$ cat config.mk
export PLATFORM = sky130hd
export DESIGN_NAME = pin_edge_and_hold_detector_unit
export DESIGN_NICKNAME = d
export VERILOG_FILES = /design/src/rtl/pehd_pkg.sv /design/src/rtl/pehd_core.sv /design/src/rtl/pin_edge_and_hold_detector_unit.sv
export SDC_FILE = /design/constraint.sdc
export NUM_CORES = 1
export LEC_CHECK = 0
export BUFFER_PORTS_ARGS = -buffer_cell sky130_fd_sc_hd__buf_2
export CAP_MARGIN = 20
export CORE_MARGIN = 4
export CORE_UTILIZATION = 56
export CTS_BUF_LIST = sky130_fd_sc_hd__clkbuf_16
export DETAILED_ROUTE_END_ITERATION = 7
export PLACE_DENSITY = 0.78
export RECOVER_POWER = 100
export SLEW_MARGIN = 20
export SYNTH_ARGS = -nofsm -noshare
export SYNTH_HDL_FRONTEND = slang
export SYNTH_SLANG_ARGS = --single-unit
$ cat constraint.sdc
create_clock -name clk -period 9.56 [get_ports clk]
set_input_delay 0.478 -clock clk [delete_from_list [all_inputs] [get_ports clk]]
set_output_delay 0.478 -clock clk [all_outputs]
set_load 0.02 [all_outputs]
$ cat src/rtl/pehd_pkg.sv
// Package for the pin edge and hold detector.
// Holds the event codes, the configuration and result structs and the
// register map. No dependencies.
package pehd_pkg;

  localparam int unsigned TimeWidth = 32;
  localparam int unsigned AddrWidth = 5;
  localparam int unsigned DataWidth = 32;

  typedef enum logic [1:0] {
    EDGE_NONE = 2'd0,
    EDGE_RISE = 2'd1,
    EDGE_FALL = 2'd2
  } edge_code_t;

  typedef enum logic [1:0] {
    HOLD_NONE = 2'd0,
    HOLD_HIGH = 2'd1,
    HOLD_LOW  = 2'd2
  } hold_code_t;

  typedef enum logic [2:0] {
    REG_RISE_HIT  = 3'd0,
    REG_RISE_HOLD = 3'd1,
    REG_FALL_HIT  = 3'd2,
    REG_FALL_HOLD = 3'd3,
    REG_HIGH_LIM  = 3'd4,
    REG_LOW_LIM   = 3'd5
  } reg_index_t;

  typedef struct packed {
    logic                 rise_hit_enable;
    logic                 rise_hold_enable;
    logic                 fall_hit_enable;
    logic                 fall_hold_enable;
    logic [TimeWidth-1:0] high_hold_limit;
    logic [TimeWidth-1:0] low_hold_limit;
  } cfg_t;

  typedef struct packed {
    edge_code_t edge_event;
    hold_code_t hold_event;
  } result_t;

endpackage

$ cat src/rtl/pehd_core.sv
// Detector core: level history, hold timer state and the result logic.
// Depends on pehd_pkg for the configuration and result types.
// The state advances at each accepted request; the result is combinational.
module pehd_core #(
  parameter int unsigned TIME_W = pehd_pkg::TimeWidth
) (
  input  logic              clk,
  input  logic              rst_n,
  input  logic              accept,
  input  logic              pin_level,
  input  logic [TIME_W-1:0] elapsed,
  input  pehd_pkg::cfg_t    cfg,
  output pehd_pkg::result_t result
);

  logic              last_level_r, last_level_nxt;
  logic              timing_active_r, timing_active_nxt;
  logic [TIME_W-1:0] hold_count_r, hold_count_nxt;

  logic              tick;
  logic              level_change;
  logic              armed;
  logic [TIME_W-1:0] base_count;
  logic [TIME_W:0]   sum_wide;
  logic [TIME_W-1:0] sum_sat;
  logic [TIME_W-1:0] limit;

  assign tick         = (elapsed != '0);
  assign level_change = (last_level_r != pin_level);
  assign limit        = pin_level ? TIME_W'(cfg.high_hold_limit)
                                  : TIME_W'(cfg.low_hold_limit);
  assign sum_wide     = {1'b0, base_count} + {1'b0, elapsed};
  assign sum_sat      = sum_wide[TIME_W] ? {TIME_W{1'b1}} : sum_wide[TIME_W-1:0];

  always_comb begin
    last_level_nxt    = last_level_r;
    timing_active_nxt = timing_active_r;
    hold_count_nxt    = hold_count_r;
    result.edge_event = pehd_pkg::EDGE_NONE;
    result.hold_event = pehd_pkg::HOLD_NONE;
    armed             = timing_active_r;
    base_count        = hold_count_r;

    if (tick) begin
      last_level_nxt = pin_level;
      if (level_change) begin
        base_count = '0;
        if (pin_level) begin
          armed = cfg.rise_hold_enable;
          if (cfg.rise_hit_enable) result.edge_event = pehd_pkg::EDGE_RISE;
        end else begin
          armed = cfg.fall_hold_enable;
          if (cfg.fall_hit_enable) result.edge_event = pehd_pkg::EDGE_FALL;
        end
      end
      timing_active_nxt = armed;
      hold_count_nxt    = base_count;
      if (armed) begin
        // The edge tick itself already counts toward the hold time.
        if (sum_sat > limit) begin
          timing_active_nxt = 1'b0;
          hold_count_nxt    = '0;
          result.hold_event = pin_level ? pehd_pkg::HOLD_HIGH : pehd_pkg::HOLD_LOW;
        end else begin
          hold_count_nxt = sum_sat;
        end
      end
    end
  end

  always_ff @(posedge clk) begin
    if (!rst_n) begin
      last_level_r    <= 1'b0;
      timing_active_r <= 1'b0;
      hold_count_r    <= '0;
    end else if (accept) begin
      last_level_r    <= last_level_nxt;
      timing_active_r <= timing_active_nxt;
      hold_count_r    <= hold_count_nxt;
    end
  end

`ifndef ASSERT_OFF
  a_idle_timer_clear: assert property (@(posedge clk) disable iff (!rst_n)
    !timing_active_r |-> (hold_count_r == '0))
    else $error("hold count nonzero while timing is off");

  a_zero_tick_no_change: assert property (@(posedge clk) disable iff (!rst_n)
    (accept && (elapsed == '0)) |=>
      ($stable(last_level_r) && $stable(timing_active_r) && $stable(hold_count_r)))
    else $error("zero elapsed tick changed state");

  a_hold_disarms: assert property (@(posedge clk) disable iff (!rst_n)
    (accept && (result.hold_event != pehd_pkg::HOLD_NONE)) |=>
      (!timing_active_r && (hold_count_r == '0)))
    else $error("hold event did not disarm the timer");
`endif

endmodule

$ cat src/rtl/pin_edge_and_hold_detector_unit.sv
// Top level of the pin edge and hold detector.
// Depends on pehd_pkg and pehd_core; holds the register file, APB port
// and the two-entry result buffer.
//
// Usage:
//   Input channel (in_valid / in_stall): one request per sample tick with
//   the pin level and the time elapsed since the previous tick. A tick with
//   zero elapsed time leaves the state alone and yields an empty result.
//   Result channel (out_valid / out_stall): exactly one result per request,
//   with edge_event and hold_event, in request order.
//   Results are registered; one request can be accepted every cycle while
//   in_stall is low. The result register plus a one-entry skid register
//   let a request enter while a finished result still waits; in_stall is
//   a register output that rises only once both entries are occupied.
//   Configuration is written through the APB port (register i at byte
//   address 4*i) by the user only while no request is in flight; the
//   block does not enforce this. Reset (rst_n low, synchronous) clears the
//   level history, the hold timer, all registers and both result entries.
module pin_edge_and_hold_detector_unit #(
  parameter int unsigned TIME_W = pehd_pkg::TimeWidth
) (
  input  logic                           clk,
  input  logic                           rst_n,
  input  logic                           in_valid,
  output logic                           in_stall,
  input  logic                           in_pin_level,
  input  logic [TIME_W-1:0]              in_elapsed,
  output logic                           out_valid,
  input  logic                           out_stall,
  output logic [1:0]                     out_edge_event,
  output logic [1:0]                     out_hold_event,
  input  logic                           psel,
  input  logic                           penable,
  input  logic                           pwrite,
  input  logic [pehd_pkg::AddrWidth-1:0] paddr,
  input  logic [pehd_pkg::DataWidth-1:0] pwdata,
  output logic [pehd_pkg::DataWidth-1:0] prdata,
  output logic                           pready
);

  pehd_pkg::cfg_t    cfg_r;
  pehd_pkg::result_t core_result;
  pehd_pkg::result_t out_data_r, skid_data_r;
  logic              out_valid_r, skid_valid_r;
  logic              in_accept;
  logic              out_take;
  logic              cfg_write;
  logic [2:0]        reg_sel;

  assign in_stall  = skid_valid_r;
  assign in_accept = in_valid && !skid_valid_r;
  assign out_take  = out_valid_r && !out_stall;

  assign pready    = 1'b1;
  assign cfg_write = psel && penable && pwrite;
  assign reg_sel   = paddr[pehd_pkg::AddrWidth-1:2];

  always_ff @(posedge clk) begin
    if (!rst_n) begin
      cfg_r <= '0;
    end else if (cfg_write) begin
      case (reg_sel)
        pehd_pkg::REG_RISE_HIT:  cfg_r.rise_hit_enable  <= pwdata[0];
        pehd_pkg::REG_RISE_HOLD: cfg_r.rise_hold_enable <= pwdata[0];
        pehd_pkg::REG_FALL_HIT:  cfg_r.fall_hit_enable  <= pwdata[0];
        pehd_pkg::REG_FALL_HOLD: cfg_r.fall_hold_enable <= pwdata[0];
        pehd_pkg::REG_HIGH_LIM:  cfg_r.high_hold_limit  <= pwdata[pehd_pkg::TimeWidth-1:0];
        pehd_pkg::REG_LOW_LIM:   cfg_r.low_hold_limit   <= pwdata[pehd_pkg::TimeWidth-1:0];
        default: ;
      endcase
    end
  end

  always_comb begin
    prdata = '0;
    case (reg_sel)
      pehd_pkg::REG_RISE_HIT:  prdata[0] = cfg_r.rise_hit_enable;
      pehd_pkg::REG_RISE_HOLD: prdata[0] = cfg_r.rise_hold_enable;
      pehd_pkg::REG_FALL_HIT:  prdata[0] = cfg_r.fall_hit_enable;
      pehd_pkg::REG_FALL_HOLD: prdata[0] = cfg_r.fall_hold_enable;
      pehd_pkg::REG_HIGH_LIM:  prdata[pehd_pkg::TimeWidth-1:0] = cfg_r.high_hold_limit;
      pehd_pkg::REG_LOW_LIM:   prdata[pehd_pkg::TimeWidth-1:0] = cfg_r.low_hold_limit;
      default: ;
    endcase
  end

  pehd_core #(
    .TIME_W (TIME_W)
  ) u_core (
    .clk       (clk),
    .rst_n     (rst_n),
    .accept    (in_accept),
    .pin_level (in_pin_level),
    .elapsed   (in_elapsed),
    .cfg       (cfg_r),
    .result    (core_result)
  );

  // Result buffer: the skid entry fills only when a request arrives while the
  // output entry is held, and drains into the output entry once it is taken.
  always_ff @(posedge clk) begin
    if (!rst_n) begin
      out_valid_r  <= 1'b0;
      skid_valid_r <= 1'b0;
    end else begin
      if (!out_valid_r || out_take) begin
        out_valid_r  <= skid_valid_r || in_accept;
        skid_valid_r <= 1'b0;
      end else if (in_accept) begin
        skid_valid_r <= 1'b1;
      end
    end
  end

  always_ff @(posedge clk) begin
    if (!out_valid_r || out_take) begin
      out_data_r <= skid_valid_r ? skid_data_r : core_result;
    end
    if (in_accept && out_valid_r && !out_take) begin
      skid_data_r <= core_result;
    end
  end

  assign out_valid      = out_valid_r;
  assign out_edge_event = out_data_r.edge_event;
  assign out_hold_event = out_data_r.hold_event;

`ifndef ASSERT_OFF
  a_skid_behind_out: assert property (@(posedge clk) disable iff (!rst_n)
    skid_valid_r |-> out_valid_r)
    else $error("skid entry occupied while output entry empty");

  a_skid_fills_on_block: assert property (@(posedge clk) disable iff (!rst_n)
    (in_accept && out_valid_r && out_stall) |=> skid_valid_r)
    else $error("request under a held result was not buffered");

  a_skid_drains: assert property (@(posedge clk) disable iff (!rst_n)
    (skid_valid_r && out_take) |=> (out_valid_r && !skid_valid_r))
    else $error("skid entry did not move to the output entry");
`endif

endmodule
== After elaboration in Yosys (flattened, before gate mapping) ==
Cells that the tools add are included.
Cells by class
  add/sub/neg operators: 1
  $lt $le $gt $ge: 1
  equality and inequality tests: 6
  muxes and demuxes: 22
  bitwise operators: 1
  reductions and logical operators: 22
Operator list (count)
  $mux 32: 6
  $pmux 31 s2: 1
  $add 32x32->33: 1
  $gt 32x32->1: 1
  $reduce_bool 32->1: 1
  $reduce_and 2->1: 7
  $mux 2: 6
  $mux 4: 2
  $eq 3x2->1 const B: 2
  $eq 3x3->1 const B: 2
  $logic_and 1x1->1: 6
  $mux 1: 6
  $pmux 1 s6: 1
  $logic_not 1->1: 4
  $eq 3x1->1 const B: 1
  $logic_not 3->1: 1
  $logic_or 1x1->1: 2
  $reduce_or 2->1: 1
  $ne 1x1->1: 1
  $not 1->1: 1
Storage, ports and cells
  register bits after elaboration: 112
  input bits: 77
  output and inout bits: 39
  word-level logic and storage cells: 68

== Logic depth before layout (Yosys ltp) ==
  depth after elaboration: 10
  gate-level depth with buffers: 27
  mapped depth without buffers: 24

== Cells and area by module ==
Synthesis repeated with hierarchy kept, for this count alone.
Unflattened totals
  cells, all modules: 894
  area total of the unflattened synthesis: 7788.7 µm²
By module, submodules not included
  pehd_core: instances 1, cells each 565, area an instance 4428.0 µm², sequential area each 680.7 µm²
  pin_edge_and_hold_detector_unit: instances 1, cells each 329, area an instance 3360.7 µm², sequential area each 1641.6 µm²

== Worst setup path before layout ==
No wires, ideal clock.
  kind: input -> register
  from: input in_elapsed[17]
  to: register u_core.hold_count_r[10]
  library setup time: 0.117 ns
  arrival time: 5.357 ns
  required time: 9.443 ns
  slack: 4.087 ns
  stages on the path: 26
  buffers on the path: 6
  cell sequence: nor4_1 nand4_1 o21ai_0 clkbuf_1 and2_1 ha_1 buf_6 and4_4 and3_1 o211ai_2 nand3_2 a2111oi_4 o31a_1 buf_4 buf_6 nand2_1 ha_1 nand3_1 or3_1 a211o_1 a41oi_1 a21oi_2 and4_1 buf_2 buf_2 a22o_1
Between the ends
  longest elaborated chain between the ends: 7
  elaborated cells between the ends (all ways): 8
  those cells by class: 1 x add/sub; 1 x order compare; 4 x mux; 2 x reduce/logical
RTL lines
  from (decl): line pin_edge_and_hold_detector_unit.sv:27  | input logic [TIME_W-1:0] in_elapsed,
  $reduce_bool 32->1: line pehd_core.sv:28  | assign tick = (elapsed != '0);
  $mux 32: line pehd_core.sv:44  | if (tick) begin
  $add 32x32->33: line pehd_core.sv:32  | assign sum_wide = {1'b0, base_count} + {1'b0, elapsed};
  $mux 32: line pehd_core.sv:33  | assign sum_sat = sum_wide[TIME_W] ? {TIME_W{1'b1}} : sum_wide[TIME_W-1:0];
  $gt 32x32->1: line pehd_core.sv:60  | if (sum_sat > limit) begin
  $mux 32: line pehd_core.sv:60
  $mux 32: line pehd_core.sv:58  | if (armed) begin
  to (signal assigned): line pehd_core.sv:79  | hold_count_r <= hold_count_nxt;
  to (decl): line pehd_core.sv:18  | logic [TIME_W-1:0] hold_count_r, hold_count_nxt;
Parallel ways exist; a longest one is shown, timed or not.
A chain may end at the register's enable or synchronous reset.

== Worst setup path in the final report ==
  from: input in_elapsed[1]
  to: register u_core.hold_count_r[25]
Same word-level chain as after synthesis.

==> run metrics <==
post-synthesis cell type count 65; classification of the worst setup path primary input to flip-flop; Max-Cap Viols 2; GRT Resource Usage Total 25.2%; ratio of final minimum period to clock period 83.5%; sequential power share 48.1%; height of the die 126 um; Top delay family on crit path simple AND/OR/NAND/NOR gates; Netlist Area Pre-Place 7860 um^2; share of layout cells above drive strength 1 11.0%; initial antenna violation count 0; Port-buffer cells 112; fraction of post-synthesis cell area in the top cell type by area 26.5%; Max Freq 0.125 GHz; Clock Power Share 35.6%; final-layout fill cell count 1253; Rel. slew slack -77.2%; type of the worst min-delay path primary input to flip-flop; cell-internal power 720 uW; number of warnings reported in the yosys synthesis log 0; detailed placement HPWL 15.3 mm; net count reported at finish 1176; total power per unit cell area 116 nW/um^2; part of the power in combinational logic 16.3%; startpoint kind of the worst setup timing path primary input; violated checks capacitance limit, slew limit; number of top-level pins 116; R2R depth 22; clk sinks 112; power spent charging and discharging nets 285 uW; minimum clock period after layout 7.98 ns; Slew Limit Fails 109; Area Growth Syn to Fin 10.6%; flop2flop setup slack 2.20 ns; buffer type at the clock tree root clkbuf_16; Worst Max-Slew Pin Slew 2.66 ns; vias per cell 5.97; post-detailed-routing wire length 20.5 mm; multiplexer fraction of the synthesized cell area 6.37%; FP Rows 43; final antenna-violating net count 0; maximum number of pins on one net before global-route repair 77; peak supply drop 0.0000873 V; Post-CTS Setup Inserts 0; largest family of logic cells by synthesized area compound AO/OA/AOI/OAI gates; Gate Count Post-Synth 959; most area-hungry cell type in the Yosys netlist dfxtp_1; number of hold buffers added after CTS 0; Core Region 13800 um^2; die width 126 um; total iterations of the first detailed-routing run 5; longest individual stage delay on the worst path 0.91 ns; predominant post-synthesis flop cell dfxtp_1; arithmetic-cell share of the synthesized area counting full adders, half adders and majority gates 10.4%; Buf/Inv on CP 3; post-synthesis simple-gate area fraction 21.8%; initial drt markers 542; critical path data required time 9.86 ns; setup repair after global routing missed its margin no; worst setup skew after layout 0.00974 ns; arrival time of data at the critical path endpoint 8.28 ns; vias in the first global route 6803; TritonCTS clock tree built; first-pass GRT wire length 33.3 mm; total gr overflow 0; Mapped Avg Cell Area 8.20 um^2; xor and xnor area share after synthesis 2.56%; initial cell density of the core 56.9%; complex-gate fraction of the synthesized area 25.1%; path length in cells of the critical path 24; n_diodes 0; detailed-route DRC error count 0; maximum fanout along the worst path 32; number of buffers added by the clock tree synthesis step 9; Synthesized Nets 1101; sw frac 28.3%; Placer Congestion 0.941; Die ar. 16000 um^2; number of enable flip-flop cells after synthesis 8; Power Total 1.00 mW; synth top area cells dfxtp_1 26%, ha_1 10%, nand2_1 9.2%; vias after detailed routing 7282; Total Negative Setup Slacks 0 ns; number of instances resized during post-cts repair 0; H-tree depth 3; number of cells traversed by the worst hold path 3; count of final hold-check violations 0; Skew-Pair Late Insertion Delay 0.36 ns; final routed wire length divided by cell count 16.8 um; LEAKAGE 3.55 nW; cell with the largest stage delay on the worst path clkbuf_1; Critical Path Sink Type flip-flop; setup-violating endpoint count in the final report 0; post-synthesis async set-or-reset flop share 0%; result of the run complete, but fails checks; share of synthesized area occupied by flip-flops and latches 29.5%; Yosys reg bits 112; maximum root-to-sink buffer count 2; list of cells traversed by the critical path clkbuf_1 -> nor4_1 -> nand4_1 -> o21ai_0 -> clkbuf_1 -> and2_1 -> ha_1 -> and4_4 -> and3_1 -> o211ai_2 -> nand3_1 -> a2111oi_4 -> o31a_1 -> buf_4 -> nand2_1 -> ha_1 -> a41oi_1 -> o21ai_0 -> a221o_1 -> a211o_1 -> a21oi_2 -> nand4_1 -> or3_1 -> nand3_1; clock-pin slew of the registers on the worst-case setup and hold paths 0.08 ns
## per-stage QoR
step                area, um^2  cells  utilization (%)  setup slack [ns]  hold WS (ns)
floorplan                 7860    959                -              4.09         0.417
global placement          8480   1203             61.3              2.32         0.427
detailed placement        8480   1203             61.3              2.19         0.447
CTS                       8750   1219             63.3              2.55         0.369
global route              8690   1219             62.9              1.13         0.374
finish                    8690   1219             62.9              1.58         0.378
## cells in the mapped netlist (4+ instances only)
cell type	count
or3_1	5
buf_2	4
xnor2_1	11
inv_1	15
a211oi_1	6
a211o_1	4
o21ai_0	32
o21a_1	10
a31oi_1	4
edfxtp_1	8
nor3_1	12
nor4_1	15
ha_1	64
nand2_1	192
buf_6	4
mux2_2	6
o21bai_1	5
dfxtp_1	104
and3_1	7
a21boi_0	67
nand3_1	16
nand4_1	16
and2_1	38
xor2_1	12
nor3b_1	5
a22o_1	57
nor2_1	29
a21o_1	15
nand2b_1	6
mux2i_1	41
a21oi_1	45
clkbuf_1	48
nor2b_1	9
## tightest hold or removal path: stages
cell and delay [ns]:
buf_2 0.10, nand2_1 0.04, a21boi_0 0.06
## final cells by class
class                      instances  area, um^2  share of cell area, %
timing repair buffer             123         587                   6.75
clock buffer                       9         225                   2.59
tap                              180         225                   2.59
multi-input combinational        773        5230                   60.2
inverter                          15        56.3                  0.648
clock inverter                     7        47.5                  0.547
sequential                       112        2320                   26.7
## worst paths after layout
check,startpoint,endpoint
worst max-delay path,in_elapsed[1],u_core.hold_count_r[25]$_SDFFE_PN0P_
worst min-delay path,pwdata[18],cfg_r[50]$_SDFFE_PN0P_
worst max register to register,u_core.last_level_r$_SDFFE_PN0P_,u_core.hold_count_r[25]$_SDFFE_PN0P_
worst min register to register,u_core.hold_count_r[4]$_SDFFE_PN0P_,u_core.hold_count_r[4]$_SDFFE_PN0P_
## placed cells by master, fill, tap and decap left out, drive strengths merged, types with 38 or more instances in the layout
cell type	n
clkbuf	50
a21boi	67
dfxtp	104
and2	38
a22o	57
buf	82
mux2i	41
a21oi	46
ha	64
nand2	192
## power by group through the flow
stage / sequential, mW / combinational [mW] / clock, mW
2_1_floorplan: 0.494 / 0.109 / 0
3_3_place_gp: 0.494 / 0.159 / 0
3_5_place_dp: 0.494 / 0.162 / 0
4_1_cts: 0.483 / 0.163 / 0.363
5_1_grt: 0.484 / 0.183 / 0.377
6_report: 0.483 / 0.164 / 0.357
## cell families after synthesis
family	Yosys count
AOI/OAI and AO/OA	273
xor gates and xnor gates	23
adders and majority gates	65
buffers and inverters	74
DFF	112
muxes	48
other	1
and+or+nand+nor	363
## sequential cells by signal, indices dropped and copies added (netlist names)
| name | count |
|---|---|
| out_edge_event | 2 |
| u_core.timing_active_r | 1 |
| out_hold_event | 2 |
| cfg_r | 68 |
| u_core.last_level_r | 1 |
| in_stall | 1 |
| skid_data_r | 4 |
| u_core.hold_count_r | 32 |
| out_valid | 1 |
## per-layer routing
metal | vias up | wire [um] | share of wire (%) | global-route usage (%)
met3 | 24 | 1480 | 7.2 | 3.71
li1 | 3617 | - | - | -
met5 | - | 0 | 0 | 0
met2 | 244 | 9140 | 45 | 39.6
met1 | 3397 | 9550 | 47 | 35.8
met4 | 0 | 349 | 1.7 | 7.89
Note: power is estimated with default switching activity, not from simulation.
